`config.mk`:
```
export PLATFORM = sky130hd
export DESIGN_NAME = pid_steering_with_deadband
export DESIGN_NICKNAME = d
export VERILOG_FILES = /design/src/rtl/core/pidsd_pkg.sv /design/src/rtl/core/pid_steering_with_deadband.sv /design/src/rtl/core/pidsd_div.sv /design/src/rtl/core/pidsd_dp.sv /design/src/rtl/core/pidsd_ctrl.sv
export SDC_FILE = /design/constraint.sdc
export NUM_CORES = 2
export LEC_CHECK = 0
export BUFFER_PORTS_ARGS = -buffer_cell sky130_fd_sc_hd__buf_2
export CAP_MARGIN = 10
export CORE_ASPECT_RATIO = 1.75
export CORE_MARGIN = 4
export CORE_UTILIZATION = 45
export CTS_CLUSTER_DIAMETER = 40
export DETAILED_ROUTE_END_ITERATION = 16
export GPL_ROUTABILITY_DRIVEN = 0
export HOLD_SLACK_MARGIN = 0.15
export SLEW_MARGIN = 5
export SYNTH_ARGS = -nofsm -noshare
export SYNTH_HDL_FRONTEND = slang
export SYNTH_HIERARCHICAL = 1
export SYNTH_SLANG_ARGS = --single-unit
```
`constraint.sdc`:
```
create_clock -name clk -period 13.5 [get_ports clk]
set_input_delay 1.35 -clock clk [delete_from_list [all_inputs] [get_ports clk]]
set_output_delay 1.35 -clock clk [all_outputs]
set_load 0.02 [all_outputs]
```
`src/rtl/core/pidsd_pkg.sv`:
```
// Shared types, widths and command codes for the steering PID block.
// No dependencies; imported by every module of the block.
package pidsd_pkg;

  localparam int COORD_BITS = 12;

  localparam int FW_W    = 13;
  localparam int DB_W    = 11;
  localparam int GAIN_W  = 16;
  localparam int LIM_W   = 23;
  localparam int DT_W    = 16;
  localparam int ERR_W   = 13;
  localparam int DRIVE_W = 32;

  localparam int ERR_MAX    = 2 ** (ERR_W - 1) - 1;
  localparam int ERR_MIN    = -(2 ** (ERR_W - 1));
  localparam int ERR_WIDE_W = ((COORD_BITS > FW_W - 1) ? COORD_BITS : FW_W - 1) + 2;
  localparam int DIFF_W     = ERR_W + 1;

  localparam int FRAC_SHIFT = 32;
  localparam int QUO_W      = ERR_W + FRAC_SHIFT;
  localparam int DIV_CNT_W  = $clog2(QUO_W);
  localparam int D_W        = QUO_W + 1;

  localparam int MB_W      = 25;
  localparam int MP_W      = GAIN_W + MB_W;
  localparam int INTEG_W   = MB_W;
  localparam int ISUM_W    = 32;
  localparam int ACC_W     = 64;
  localparam int U_W       = 49;
  localparam int SPLIT     = 24;
  localparam int P_SHIFT   = 16;
  localparam int OUT_SHIFT = 12;

  localparam int PADDR_W = 5;
  localparam int PDATA_W = 32;

  localparam logic [2:0] REG_FRAME_WIDTH    = 3'd0;
  localparam logic [2:0] REG_DEADBAND       = 3'd1;
  localparam logic [2:0] REG_GAIN_P         = 3'd2;
  localparam logic [2:0] REG_GAIN_I         = 3'd3;
  localparam logic [2:0] REG_GAIN_D         = 3'd4;
  localparam logic [2:0] REG_INTEGRAL_LIMIT = 3'd5;
  localparam logic [2:0] REG_OUTPUT_SCALE   = 3'd6;

  localparam logic [2:0] MUL_NONE = 3'd0;
  localparam logic [2:0] MUL_E_DT = 3'd1;
  localparam logic [2:0] MUL_P_E  = 3'd2;
  localparam logic [2:0] MUL_I_I  = 3'd3;
  localparam logic [2:0] MUL_D_LO = 3'd4;
  localparam logic [2:0] MUL_D_HI = 3'd5;
  localparam logic [2:0] MUL_U_LO = 3'd6;
  localparam logic [2:0] MUL_U_HI = 3'd7;

  localparam logic [1:0] ACC_HOLD = 2'd0;
  localparam logic [1:0] ACC_LOAD = 2'd1;
  localparam logic [1:0] ACC_ADD  = 2'd2;

  localparam logic [1:0] SH_0  = 2'd0;
  localparam logic [1:0] SH_P  = 2'd1;
  localparam logic [1:0] SH_HI = 2'd2;

  typedef struct packed {
    logic [FW_W-1:0]          frame_width;
    logic [DB_W-1:0]          deadband;
    logic signed [GAIN_W-1:0] gain_p;
    logic signed [GAIN_W-1:0] gain_i;
    logic signed [GAIN_W-1:0] gain_d;
    logic [LIM_W-1:0]         integral_limit;
    logic signed [GAIN_W-1:0] output_scale;
  } pidsd_cfg_t;

  typedef struct packed {
    logic       in_load;
    logic       err_load;
    logic       div_start;
    logic       int_load;
    logic       d_load;
    logic       u_load;
    logic       out_load;
    logic [2:0] mul_sel;
    logic [1:0] acc_op;
    logic [1:0] acc_sh;
  } pidsd_cmd_t;

endpackage

```
`src/rtl/core/pid_steering_with_deadband.sv`:
```
// Steering PID controller with deadband and clamped integral: top level,
// configuration registers and APB port. Uses pidsd_pkg, pidsd_ctrl, pidsd_dp.
//
// One request is worked at a time. A request with a target passes through
// the 45-step restoring divider that forms the derivative before its
// result enters the output register; a request without a target goes
// straight there. The next request can be taken in the cycle after the
// result enters it. The output register lets the next request be taken
// while a result still waits on out_stall. Configuration registers sit at
// byte addresses 0, 4, .. 24 in the order frame width, deadband, P, I and
// D gains, integral limit, output scale.
module pid_steering_with_deadband (
  input  logic                                 clk,
  input  logic                                 rst_n,
  input  logic                                 in_valid,
  output logic                                 in_stall,
  input  logic                                 in_detected,
  input  logic [pidsd_pkg::COORD_BITS-1:0]     in_target_x,
  input  logic [pidsd_pkg::DT_W-1:0]           in_step_time,
  output logic                                 out_valid,
  input  logic                                 out_stall,
  output logic signed [pidsd_pkg::DRIVE_W-1:0] out_drive,
  output logic signed [pidsd_pkg::ERR_W-1:0]   out_position_error,
  input  logic                                 psel,
  input  logic                                 penable,
  input  logic                                 pwrite,
  input  logic [pidsd_pkg::PADDR_W-1:0]        paddr,
  input  logic [pidsd_pkg::PDATA_W-1:0]        pwdata,
  output logic [pidsd_pkg::PDATA_W-1:0]        prdata,
  output logic                                 pready
);
  import pidsd_pkg::*;

  pidsd_cfg_t cfg_r, cfg_nxt;
  pidsd_cmd_t cmd;
  logic       wr_en;
  logic [2:0] reg_idx;
  logic       div_done;

  assign wr_en   = psel & penable & pwrite;
  assign reg_idx = paddr[PADDR_W-1:2];
  assign pready  = 1'b1;

  always_comb begin
    cfg_nxt = cfg_r;
    if (wr_en) begin
      unique case (reg_idx)
        REG_FRAME_WIDTH:    cfg_nxt.frame_width    = pwdata[FW_W-1:0];
        REG_DEADBAND:       cfg_nxt.deadband       = pwdata[DB_W-1:0];
        REG_GAIN_P:         cfg_nxt.gain_p         = pwdata[GAIN_W-1:0];
        REG_GAIN_I:         cfg_nxt.gain_i         = pwdata[GAIN_W-1:0];
        REG_GAIN_D:         cfg_nxt.gain_d         = pwdata[GAIN_W-1:0];
        REG_INTEGRAL_LIMIT: cfg_nxt.integral_limit = pwdata[LIM_W-1:0];
        REG_OUTPUT_SCALE:   cfg_nxt.output_scale   = pwdata[GAIN_W-1:0];
        default:            cfg_nxt = cfg_r;
      endcase
    end
  end

  always_comb begin
    unique case (reg_idx)
      REG_FRAME_WIDTH:    prdata = PDATA_W'(cfg_r.frame_width);
      REG_DEADBAND:       prdata = PDATA_W'(cfg_r.deadband);
      REG_GAIN_P:         prdata = PDATA_W'(cfg_r.gain_p);
      REG_GAIN_I:         prdata = PDATA_W'(cfg_r.gain_i);
      REG_GAIN_D:         prdata = PDATA_W'(cfg_r.gain_d);
      REG_INTEGRAL_LIMIT: prdata = PDATA_W'(cfg_r.integral_limit);
      REG_OUTPUT_SCALE:   prdata = PDATA_W'(cfg_r.output_scale);
      default:            prdata = '0;
    endcase
  end

  always_ff @(posedge clk) begin
    if (!rst_n) begin
      cfg_r.frame_width    <= FW_W'(640);
      cfg_r.deadband       <= DB_W'(5);
      cfg_r.gain_p         <= GAIN_W'(819);
      cfg_r.gain_i         <= GAIN_W'(410);
      cfg_r.gain_d         <= GAIN_W'(-41);
      cfg_r.integral_limit <= LIM_W'(6553600);
      cfg_r.output_scale   <= GAIN_W'(-41);
    end else begin
      cfg_r <= cfg_nxt;
    end
  end

  pidsd_ctrl u_ctrl (
    .clk         (clk),
    .rst_n       (rst_n),
    .in_valid    (in_valid),
    .in_detected (in_detected),
    .out_stall   (out_stall),
    .div_done    (div_done),
    .in_stall    (in_stall),
    .out_valid   (out_valid),
    .cmd         (cmd)
  );

  pidsd_dp u_dp (
    .clk                (clk),
    .rst_n              (rst_n),
    .cfg                (cfg_r),
    .cmd                (cmd),
    .in_detected        (in_detected),
    .in_target_x        (in_target_x),
    .in_step_time       (in_step_time),
    .div_done           (div_done),
    .out_drive          (out_drive),
    .out_position_error (out_position_error)
  );

endmodule

```
`src/rtl/core/pidsd_div.sv`:
```
// Restoring divider, one quotient bit per cycle: (mag << 32) / divisor.
// Uses pidsd_pkg widths.
module pidsd_div (
  input  logic                          clk,
  input  logic                          rst_n,
  input  logic                          start,
  input  logic [pidsd_pkg::ERR_W-1:0]   dvd_mag,
  input  logic [pidsd_pkg::DT_W-1:0]    dvs,
  output logic                          done,
  output logic [pidsd_pkg::QUO_W-1:0]   quo
);
  import pidsd_pkg::*;

  logic                 busy_r, busy_nxt;
  logic                 done_r, done_nxt;
  logic [DIV_CNT_W-1:0] cnt_r, cnt_nxt;
  logic [DT_W-1:0]      rem_r, rem_nxt;
  logic [DT_W-1:0]      dvs_r, dvs_nxt;
  logic [QUO_W-1:0]     dq_r, dq_nxt;
  logic [DT_W:0]        trial;
  logic                 qbit;

  always_comb begin
    busy_nxt = busy_r;
    done_nxt = done_r;
    cnt_nxt  = cnt_r;
    rem_nxt  = rem_r;
    dvs_nxt  = dvs_r;
    dq_nxt   = dq_r;
    trial    = {rem_r, dq_r[QUO_W-1]};
    qbit     = trial >= {1'b0, dvs_r};
    if (start) begin
      busy_nxt = 1'b1;
      done_nxt = 1'b0;
      cnt_nxt  = '0;
      rem_nxt  = '0;
      dvs_nxt  = dvs;
      dq_nxt   = {dvd_mag, {FRAC_SHIFT{1'b0}}};
    end else if (busy_r) begin
      rem_nxt = qbit ? DT_W'(trial - {1'b0, dvs_r}) : trial[DT_W-1:0];
      dq_nxt  = {dq_r[QUO_W-2:0], qbit};
      cnt_nxt = cnt_r + 1'b1;
      if (cnt_r == DIV_CNT_W'(QUO_W - 1)) begin
        busy_nxt = 1'b0;
        done_nxt = 1'b1;
      end
    end
  end

  always_ff @(posedge clk) begin
    if (!rst_n) begin
      busy_r <= 1'b0;
      done_r <= 1'b0;
      cnt_r  <= '0;
    end else begin
      busy_r <= busy_nxt;
      done_r <= done_nxt;
      cnt_r  <= cnt_nxt;
    end
    rem_r <= rem_nxt;
    dvs_r <= dvs_nxt;
    dq_r  <= dq_nxt;
  end

  assign done = done_r;
  assign quo  = dq_r;

endmodule

```
`src/rtl/core/pidsd_dp.sv`:
```
// Datapath: error and deadband, clamped integral, shared multiplier and
// accumulator, output registers. Uses pidsd_pkg and pidsd_div.
module pidsd_dp (
  input  logic                                clk,
  input  logic                                rst_n,
  input  pidsd_pkg::pidsd_cfg_t               cfg,
  input  pidsd_pkg::pidsd_cmd_t               cmd,
  input  logic                                in_detected,
  input  logic [pidsd_pkg::COORD_BITS-1:0]    in_target_x,
  input  logic [pidsd_pkg::DT_W-1:0]          in_step_time,
  output logic                                div_done,
  output logic signed [pidsd_pkg::DRIVE_W-1:0] out_drive,
  output logic signed [pidsd_pkg::ERR_W-1:0]  out_position_error
);
  import pidsd_pkg::*;

  localparam logic signed [ERR_WIDE_W-1:0] EW_MAX = ERR_WIDE_W'(ERR_MAX);
  localparam logic signed [ERR_WIDE_W-1:0] EW_MIN = ERR_WIDE_W'(ERR_MIN);
  localparam logic signed [ACC_W-1:0] U_MAX =
    {{(ACC_W-U_W+1){1'b0}}, 1'b1, {(U_W-2){1'b0}}};
  localparam logic signed [ACC_W-1:0] U_MIN = -U_MAX;
  localparam logic signed [ACC_W-1:0] DRV_MAX =
    {{(ACC_W-DRIVE_W+1){1'b0}}, {(DRIVE_W-1){1'b1}}};
  localparam logic signed [ACC_W-1:0] DRV_MIN = ~DRV_MAX;

  logic                         det_r, det_nxt;
  logic [COORD_BITS-1:0]        x_r, x_nxt;
  logic [DT_W-1:0]              dt_r, dt_nxt;
  logic signed [ERR_W-1:0]      e_r, e_nxt;
  logic signed [ERR_W-1:0]      last_err_r, last_err_nxt;
  logic signed [INTEG_W-1:0]    integ_r, integ_nxt;
  logic                         neg_r, neg_nxt;
  logic                         dtz_r, dtz_nxt;
  logic signed [D_W-1:0]        d_r, d_nxt;
  logic signed [MP_W-1:0]       prod_r, prod_nxt;
  logic signed [ACC_W-1:0]      acc_r, acc_nxt;
  logic signed [U_W-1:0]        u_r, u_nxt;
  logic signed [DRIVE_W-1:0]    drive_r, drive_nxt;
  logic signed [ERR_W-1:0]      perr_r, perr_nxt;

  logic signed [ERR_WIDE_W-1:0] xw, spw, ew;
  logic signed [ERR_W-1:0]      esat;
  logic [ERR_W-1:0]             emag;
  logic signed [DIFF_W-1:0]     diff;
  logic [ERR_W-1:0]             dmag;
  logic [QUO_W-1:0]             quo;
  logic signed [D_W-1:0]        dq;
  logic signed [GAIN_W-1:0]     mul_a;
  logic signed [MB_W-1:0]       mul_b;
  logic signed [ISUM_W-1:0]     isum, lim, icl;
  logic signed [ACC_W-1:0]      pw, psh, uw, dw;
  logic signed [DRIVE_W-1:0]    drv_sat;

  pidsd_div u_div (
    .clk     (clk),
    .rst_n   (rst_n),
    .start   (cmd.div_start),
    .dvd_mag (dmag),
    .dvs     (dt_r),
    .done    (div_done),
    .quo     (quo)
  );

  // error against half frame width, saturated, deadband
  always_comb begin
    xw  = $signed({{(ERR_WIDE_W-COORD_BITS){1'b0}}, x_r});
    spw = $signed({{(ERR_WIDE_W-FW_W+1){1'b0}}, cfg.frame_width[FW_W-1:1]});
    ew  = xw - spw;
    if (ew > EW_MAX) begin
      esat = ERR_W'(ERR_MAX);
    end else if (ew < EW_MIN) begin
      esat = ERR_W'(ERR_MIN);
    end else begin
      esat = ew[ERR_W-1:0];
    end
    emag = esat[ERR_W-1] ? ERR_W'(-esat) : ERR_W'(esat);
  end

  always_comb begin
    diff = DIFF_W'(e_r) - DIFF_W'(last_err_r);
    dmag = diff[DIFF_W-1] ? ERR_W'(-diff) : diff[ERR_W-1:0];
    dq   = $signed({1'b0, quo});
  end

  always_comb begin
    mul_a = '0;
    mul_b = '0;
    unique case (cmd.mul_sel)
      MUL_E_DT: begin
        mul_a = GAIN_W'(e_r);
        mul_b = MB_W'(dt_r);
      end
      MUL_P_E: begin
        mul_a = cfg.gain_p;
        mul_b = MB_W'(e_r);
      end
      MUL_I_I: begin
        mul_a = cfg.gain_i;
        mul_b = integ_r;
      end
      MUL_D_LO: begin
        mul_a = cfg.gain_d;
        mul_b = {1'b0, d_r[SPLIT-1:0]};
      end
      MUL_D_HI: begin
        mul_a = cfg.gain_d;
        mul_b = MB_W'($signed(d_r[D_W-1:SPLIT]));
      end
      MUL_U_LO: begin
        mul_a = cfg.output_scale;
        mul_b = {1'b0, u_r[SPLIT-1:0]};
      end
      MUL_U_HI: begin
        mul_a = cfg.output_scale;
        mul_b = u_r[U_W-1:SPLIT];
      end
      default: begin
        mul_a = '0;
        mul_b = '0;
      end
    endcase
  end

  always_comb begin
    isum = ISUM_W'(integ_r) + $signed(prod_r[ISUM_W-1:0]);
    lim  = $signed({{(ISUM_W-LIM_W){1'b0}}, cfg.integral_limit});
    if (isum > lim) begin
      icl = lim;
    end else if (isum < -lim) begin
      icl = -lim;
    end else begin
      icl = isum;
    end
  end

  always_comb begin
    pw = ACC_W'(prod_r);
    unique case (cmd.acc_sh)
      SH_P:    psh = pw <<< P_SHIFT;
      SH_HI:   psh = pw <<< SPLIT;
      default: psh = pw;
    endcase
    uw = acc_r >>> OUT_SHIFT;
    dw = acc_r >>> OUT_SHIFT;
    if (dw > DRV_MAX) begin
      drv_sat = DRV_MAX[DRIVE_W-1:0];
    end else if (dw < DRV_MIN) begin
      drv_sat = DRV_MIN[DRIVE_W-1:0];
    end else begin
      drv_sat = dw[DRIVE_W-1:0];
    end
  end

  always_comb begin
    det_nxt      = det_r;
    x_nxt        = x_r;
    dt_nxt       = dt_r;
    e_nxt        = e_r;
    last_err_nxt = last_err_r;
    integ_nxt    = integ_r;
    neg_nxt      = neg_r;
    dtz_nxt      = dtz_r;
    d_nxt        = d_r;
    prod_nxt     = prod_r;
    acc_nxt      = acc_r;
    u_nxt        = u_r;
    drive_nxt    = drive_r;
    perr_nxt     = perr_r;

    if (cmd.in_load) begin
      det_nxt = in_detected;
      x_nxt   = in_target_x;
      dt_nxt  = in_step_time;
    end
    if (cmd.err_load) begin
      e_nxt = (emag < {{(ERR_W-DB_W){1'b0}}, cfg.deadband}) ? '0 : esat;
    end
    if (cmd.div_start) begin
      neg_nxt = diff[DIFF_W-1];
      dtz_nxt = (dt_r == '0);
    end
    if (cmd.int_load) begin
      integ_nxt = icl[INTEG_W-1:0];
    end
    if (cmd.d_load) begin
      if (dtz_r) begin
        d_nxt = '0;
      end else begin
        d_nxt = neg_r ? -dq : dq;
      end
    end
    if (cmd.mul_sel != MUL_NONE) begin
      prod_nxt = mul_a * mul_b;
    end
    unique case (cmd.acc_op)
      ACC_LOAD: acc_nxt = psh;
      ACC_ADD:  acc_nxt = acc_r + psh;
      default:  acc_nxt = acc_r;
    endcase
    if (cmd.u_load) begin
      if (uw > U_MAX) begin
        u_nxt = U_MAX[U_W-1:0];
      end else if (uw < U_MIN) begin
        u_nxt = U_MIN[U_W-1:0];
      end else begin
        u_nxt = uw[U_W-1:0];
      end
    end
    if (cmd.out_load) begin
      drive_nxt = det_r ? drv_sat : '0;
      perr_nxt  = det_r ? e_r : '0;
      if (det_r) begin
        last_err_nxt = e_r;
      end else begin
        integ_nxt = '0;
      end
    end
  end

  always_ff @(posedge clk) begin
    if (!rst_n) begin
      det_r      <= 1'b0;
      last_err_r <= '0;
      integ_r    <= '0;
    end else begin
      det_r      <= det_nxt;
      last_err_r <= last_err_nxt;
      integ_r    <= integ_nxt;
    end
    x_r     <= x_nxt;
    dt_r    <= dt_nxt;
    e_r     <= e_nxt;
    neg_r   <= neg_nxt;
    dtz_r   <= dtz_nxt;
    d_r     <= d_nxt;
    prod_r  <= prod_nxt;
    acc_r   <= acc_nxt;
    u_r     <= u_nxt;
    drive_r <= drive_nxt;
    perr_r  <= perr_nxt;
  end

  assign out_drive          = drive_r;
  assign out_position_error = perr_r;

endmodule

```
`src/rtl/core/pidsd_ctrl.sv`:
```
// Sequencer for one request: error, integral, divide wait, gain products,
// output scale and result hand-off. Uses pidsd_pkg command codes.
module pidsd_ctrl (
  input  logic                  clk,
  input  logic                  rst_n,
  input  logic                  in_valid,
  input  logic                  in_detected,
  input  logic                  out_stall,
  input  logic                  div_done,
  output logic                  in_stall,
  output logic                  out_valid,
  output pidsd_pkg::pidsd_cmd_t cmd
);
  import pidsd_pkg::*;

  localparam logic [3:0] ST_IDLE  = 4'd0;
  localparam logic [3:0] ST_ERR   = 4'd1;
  localparam logic [3:0] ST_EDT   = 4'd2;
  localparam logic [3:0] ST_INT   = 4'd3;
  localparam logic [3:0] ST_P     = 4'd4;
  localparam logic [3:0] ST_I     = 4'd5;
  localparam logic [3:0] ST_DWAIT = 4'd6;
  localparam logic [3:0] ST_DLO   = 4'd7;
  localparam logic [3:0] ST_DHI   = 4'd8;
  localparam logic [3:0] ST_DADD  = 4'd9;
  localparam logic [3:0] ST_U     = 4'd10;
  localparam logic [3:0] ST_SLO   = 4'd11;
  localparam logic [3:0] ST_SHI   = 4'd12;
  localparam logic [3:0] ST_SADD  = 4'd13;
  localparam logic [3:0] ST_OUT   = 4'd14;

  logic [3:0] state_r, state_nxt;
  logic       ovalid_r, ovalid_nxt;

  always_comb begin
    state_nxt   = state_r;
    cmd         = '0;
    cmd.mul_sel = MUL_NONE;
    cmd.acc_op  = ACC_HOLD;
    cmd.acc_sh  = SH_0;
    unique case (state_r)
      ST_IDLE: begin
        if (in_valid) begin
          cmd.in_load = 1'b1;
          state_nxt   = in_detected ? ST_ERR : ST_OUT;
        end
      end
      ST_ERR: begin
        cmd.err_load = 1'b1;
        state_nxt    = ST_EDT;
      end
      ST_EDT: begin
        cmd.mul_sel   = MUL_E_DT;
        cmd.div_start = 1'b1;
        state_nxt     = ST_INT;
      end
      ST_INT: begin
        cmd.int_load = 1'b1;
        cmd.mul_sel  = MUL_P_E;
        state_nxt    = ST_P;
      end
      ST_P: begin
        cmd.acc_op  = ACC_LOAD;
        cmd.acc_sh  = SH_P;
        cmd.mul_sel = MUL_I_I;
        state_nxt   = ST_I;
      end
      ST_I: begin
        cmd.acc_op = ACC_ADD;
        state_nxt  = ST_DWAIT;
      end
      ST_DWAIT: begin
        if (div_done) begin
          cmd.d_load = 1'b1;
          state_nxt  = ST_DLO;
        end
      end
      ST_DLO: begin
        cmd.mul_sel = MUL_D_LO;
        state_nxt   = ST_DHI;
      end
      ST_DHI: begin
        cmd.mul_sel = MUL_D_HI;
        cmd.acc_op  = ACC_ADD;
        state_nxt   = ST_DADD;
      end
      ST_DADD: begin
        cmd.acc_op = ACC_ADD;
        cmd.acc_sh = SH_HI;
        state_nxt  = ST_U;
      end
      ST_U: begin
        cmd.u_load = 1'b1;
        state_nxt  = ST_SLO;
      end
      ST_SLO: begin
        cmd.mul_sel = MUL_U_LO;
        state_nxt   = ST_SHI;
      end
      ST_SHI: begin
        cmd.mul_sel = MUL_U_HI;
        cmd.acc_op  = ACC_LOAD;
        state_nxt   = ST_SADD;
      end
      ST_SADD: begin
        cmd.acc_op = ACC_ADD;
        cmd.acc_sh = SH_HI;
        state_nxt  = ST_OUT;
      end
      ST_OUT: begin
        if (!ovalid_r || !out_stall) begin
          cmd.out_load = 1'b1;
          state_nxt    = ST_IDLE;
        end
      end
      default: state_nxt = ST_IDLE;
    endcase
    ovalid_nxt = cmd.out_load | (ovalid_r & out_stall);
  end

  always_ff @(posedge clk) begin
    if (!rst_n) begin
      state_r  <= ST_IDLE;
      ovalid_r <= 1'b0;
    end else begin
      state_r  <= state_nxt;
      ovalid_r <= ovalid_nxt;
    end
  end

  assign in_stall  = (state_r != ST_IDLE);
  assign out_valid = ovalid_r;

endmodule
```
Word-level counts from Yosys, hierarchy flattened
Cells that the tools add are included.
{ "totals": {"regBits": 528, "output_inout_bits": 80, "elab_cells": 167} }
{ "op_classes": {"add_sub_neg": 10, "multipliers": 1, "order_cmp": 10, "eq_ne": 35, "mux": 42, "bitwise": 7, "n_reduce_logical": 29} }
{ "ops": {"columns": ["op", "n"], "rows": [
  ["$pmux W64 S2", 2],
  ["$pmux W32 S7", 1],
  ["$pmux W25 S7", 1],
  ["$mux W45", 3],
  ["$mux W25", 5],
  ["$pmux W16 S5", 1],
  ["$add A64 B64 Y64", 1],
  ["$pmux W4 S15", 1],
  ["$gt A52 B32 Y1 const B", 1],
  ["$gt A52 B49 Y1 const B", 1],
  ["$lt A52 B32 Y1 const B", 1],
  ["$lt A52 B48 Y1 const B", 1],
  ["$mux W13", 4],
  ["$mux W49", 1],
  ["$neg A45 Y46", 1],
  ["$mul A16 B25 Y41", 1],
  ["$add A25 B32 Y32", 1],
  ["$gt A32 B24 Y1", 1],
  ["$lt A32 B32 Y1", 1],
  ["$mux W32", 1],
  ["$neg A23 Y32", 1],
  ["$mux W31", 1],
  ["$eq A4 B4 Y1 const B", 7],
  ["$neg A13 Y13", 2],
  ["39 further kinds", 93]
]} }

Depth between registers and ports, before layout
{ "depth": {"word_depth": 7, "ltp_mapped": 38} }

Modules after synthesis
Netlist, hierarchy kept.
{ "modules_own_cells": {"columns": ["mod", "n_inst", "cells_per_inst", "area_each_um2", "seq_area_each_um2"], "rows": [
  ["pidsd_dp", 1, 4322, 39024.9, 9429.0],
  ["pid_steering_with_deadband", 1, 563, 5327.6, 2222.1],
  ["pidsd_div", 1, 388, 3967.6, 1991.9],
  ["pidsd_ctrl", 1, 65, 436.7, 100.1]
]} }

Worst setup path before layout
Ideal clock, no wire load.
{ "synth_path": {"kind": "reg-to-reg", "start": "register u_ctrl.state_r[2]", "end": "register u_dp.prod_r[40] (data pin)", "setup_ns": 0.260, "t_arrival_ns": 8.468, "path_slack_ns": 4.772, "path_stages_with_launch": 34, "path_buffers": 5, "period_less_slack_ns": 8.728, "cell_sequence": "dfxtp_1 -> clkbuf_1 -> nor2_1 -> xor2_1 -> nor2_1 -> clkbuf_1 -> buf_1 -> buf_1 -> clkbuf_1 -> mux2i_1 -> o21ai_0 -> mux2i_1 -> nor2_1 -> fa_1 -> inv_1 -> fa_1 -> fa_1 -> fa_1 -> inv_1 -> fa_1 -> inv_1 -> fa_1 -> inv_1 -> ha_1 -> a21o_1 -> a41oi_1 -> o31ai_1 -> nand2_1 -> a221o_1 -> o21ai_0 -> a21bo_2 -> a21oi_1 -> o21ai_0 -> xnor2_1"} }
{ "synth_lines": {"columns": ["item", "line_no", "rtl"], "rows": [
  ["from (decl)", "pidsd_ctrl.sv:32", "logic [3:0] state_r, state_nxt;"],
  ["from (signal assigned)", "pidsd_ctrl.sv:126", "state_r <= state_nxt;"],
  ["to (signal assigned)", "pidsd_dp.sv:236", "prod_r <= prod_nxt;"],
  ["to (decl)", "pidsd_dp.sv:35", "logic signed [MP_W-1:0] prod_r, prod_nxt;"]
]} }

==> impl_metrics.ini <==
[synthesis]
netlist_instances = 5338
syn-cell-area_mm2 = 0.0488
post_synth_top_area_cell = edfxtp_1
ys_seq_elements = 528
post_synth.cell_area_avg_um2 = 9.13
synthesis.yosys.warnings = 6
yosysSeqAreaShare_pct = 28.2
synth-main-ff-cell = edfxtp_1
yosys-top-cells-area = edfxtp_1 20%, fa_1 16%, dfxtp_1 8.7%
postSynthNetCount = 6112
synthDominantCellAreaShare_pct = 19.5
share_of_flip_flops_with_an_asynchronous_set_or_reset_after_synthesis_pct = 0
synth_edf_count = 317
yosysUniqueCellTypes = 97

[placed_design]
numPortBuffers = 140
dp_hpwl_um = 124000
cell_area_after_placement_mm2 = 0.0508

[min_path]
min-delay-start = cfg_r[98]
hold_path_end = cfg_r[98]
type_of_the_worst_min_delay_path = reg2reg
worst_hold_path.num_cells = 2

[cells_and_area]
post-route-util_pct = 49.7
finish.instance_area_mm2 = 0.0533
mostFrequentLayoutCell = inv_1
drive_above_1_share_pct = 9.38
layout.cells.most_common_list = 610 x inv_1, 585 x nand2_1, 448 x nor2_1, 393 x fa_1, 317 x edfxtp_1
final_net_count = 6119
area.growth.synth_to_final_pct = 9.42
fillCellCount = 10046

[clock_tree]
cts.clk_slew.worst_paths_ns = 0.06
clockRootBuffer = clkbuf_16
cts_buffers = 73
clk_latency_ns = 0.67
postCtsSetupRepairBufs = 0
cts_tree = yes
quantity_of_hold_fixing_buffers_added_after_cts = 0
htree_levels = 3
cts_buffer_depth = 3
cts.repair.resized = 0
clock-sinks = 528

[setup_path]
critical_path.startpoint_type = flop
crit-reg2reg-capture = u_dp/prod_r[40]
endpoint_arrival_time_on_the_critical_path_ns = 10.87
worst-path-max-fanout = 38
setup.worst_path.end_class = flop
critical_path.most_common_cell = fa_1
crit_path_max_incr_delay_ns = 1.08
worst_r2r_path_depth = 29
cp_slowest_cell = o21ai_0
worstPathRequired_ns = 13.89
regToRegSetupSlack_ns = 3.02
timing_worst_setup_path_type = reg2reg
r2r_start = u_ctrl/state_r[2]

[sta]
fmax_mhz = 95.4
final.setup.tns_ns = 0
tightest_slew_ns = 1.34
rsz0062_at_grt = false
setup_viol = 0
final_cycle_utilization_of_the_critical_path_pct = 77.6
hold_viol = 0
final.setup_skew_ns = 0.0304
final_max_slew_viol_count = 0
timing.max_slew.rel_slack_pct = 9.47
finalCriticalPeriod_ns = 10.48

[drt]
postRouteAntennaNets = 0
post_drt_via_cell_ratio = 5.87
drt_iter0_markers = 2711
detail_route.wirelength_um = 160000
wl_per_cell_um = 23.7
detail_route.drc_violations = 0
dr_total_vias = 39747
drt-pass1-iter-count = 8

[flow_run]
drv_cap = 0

[floorplan]
start_util_pct = 45.4
die_y_um = 443
num_rows = 159
die-area_mm2 = 0.114
fp.coreArea_mm2 = 0.107
die_width_um = 257
io-pin-count = 153

[grt]
grt_usage_pct = 27.7
initial_antenna_violation_count = 2
globalRouteOverflowTotal = 0
grt_start_max_net_pins = 82
first_pass_grt_wire_length_um = 243000
grt_pass1_vias = 40560

[status]
result_of_the_run = finished, final reports clean
through the flow:
stage	hold WS, ns	setup WS, ns	instances
CTS	0.465	3.25	6772
finish	0.466	3.02	6773
detailed placement	0.456	3.27	6638
global route	0.481	2.83	6772
floorplan	0.438	4.77	5338
global placement	0.446	3.40	6638
cell families after synthesis:
| kind of cell | share of synthesized area, % |
|---|---|
| buffers and inverters | 7.14 |
| flip-flops | 28.2 |
| AND/OR/NAND/NOR | 15.9 |
| other | 0.00769 |
| XOR/XNOR | 4.45 |
| multiplexers | 6.19 |
| adder cells (fa/ha/maj) | 24.0 |
| AO/OA/AOI/OAI | 14.1 |
sequential cells by signal, indices dropped and copies added (netlist names), 16 cells and up:
signal and count:
u_dp/d_r 46, u_dp/u_div/quo 45, u_dp/dt_r 16, u_dp/prod_r 41
u_dp/out_drive 32, u_dp/acc_r 64, u_dp/u_r 49, cfg_r 111
u_dp/integ_r 25, u_dp/u_div/rem_r 16, u_dp/u_div/dvs_r 16
routing by layer:
| layer | vias to the layer above | track usage, % | part of all wire (%) |
|---|---|---|---|
| met2 | 1342 | 50.1 | 51 |
| met5 | - | 0 | 0.0081 |
| met4 | 2 | 20.2 | 8.9 |
| met3 | 500 | 3.58 | 5.2 |
| li1 | 18242 | - | - |
| met1 | 19661 | 29.5 | 35 |
how the worst max path moves through the flow:
stage,start,end,slack [ns],cells past startpoint
3_3_place_gp,u_ctrl/state_r[2],u_dp/prod_r[40],3.40,29
6_report,u_ctrl/state_r[2],u_dp/prod_r[40],3.02,29
3_5_place_dp,u_ctrl/state_r[2],u_dp/prod_r[40],3.27,29
5_1_grt,u_ctrl/state_r[2],u_dp/prod_r[40],2.83,31
2_1_floorplan,u_ctrl/state_r[2],u_dp/prod_r[40],4.77,33
4_1_cts,u_ctrl/state_r[2],u_dp/prod_r[40],3.25,29
critical path, delay by kind of cell (launching register included):
family                     cells  cell delay (ns)
AOI/OAI and AO/OA              7             2.58
xor gates and xnor gates       2             0.29
adders and majority gates      7             3.35
buffers and inverters          7             1.31
DFF                            1             0.84
muxes                          1             0.74
and+or+nand+nor                5             1.06
final cells by class:
cell class	instances	area, um^2	share of cell area [%]
Multi-Input combinational cell	3917	31800	59.6
Sequential cell	528	13700	25.8
Inverter	612	2300	4.31
Clock buffer	85	1970	3.68
Tap cell	1368	1710	3.21
Timing Repair Buffer	213	1250	2.35
Clock inverter	49	593	1.11
Antenna cell	1	2.50	0.00469
synthesized netlist by cell type, drive strengths merged (50+ instances only):
cell type,count
inv,612
nand2,586
nor2,453
fa,393
edfxtp,317
ha,308
a21oi,275
clkbuf,226
dfxtp,211
o21ai,209
mux2i,198
xnor2,151
nor2b,143
xor2,97
a21o,91
nand3,81
mux2,80
and2,72
nor3,62
buf,55
nand2b,54
a221oi,50
Power is left out: the tool's default activity adds up to more than one toggle a clock period on the data nets, which glitch-free logic cannot reach.
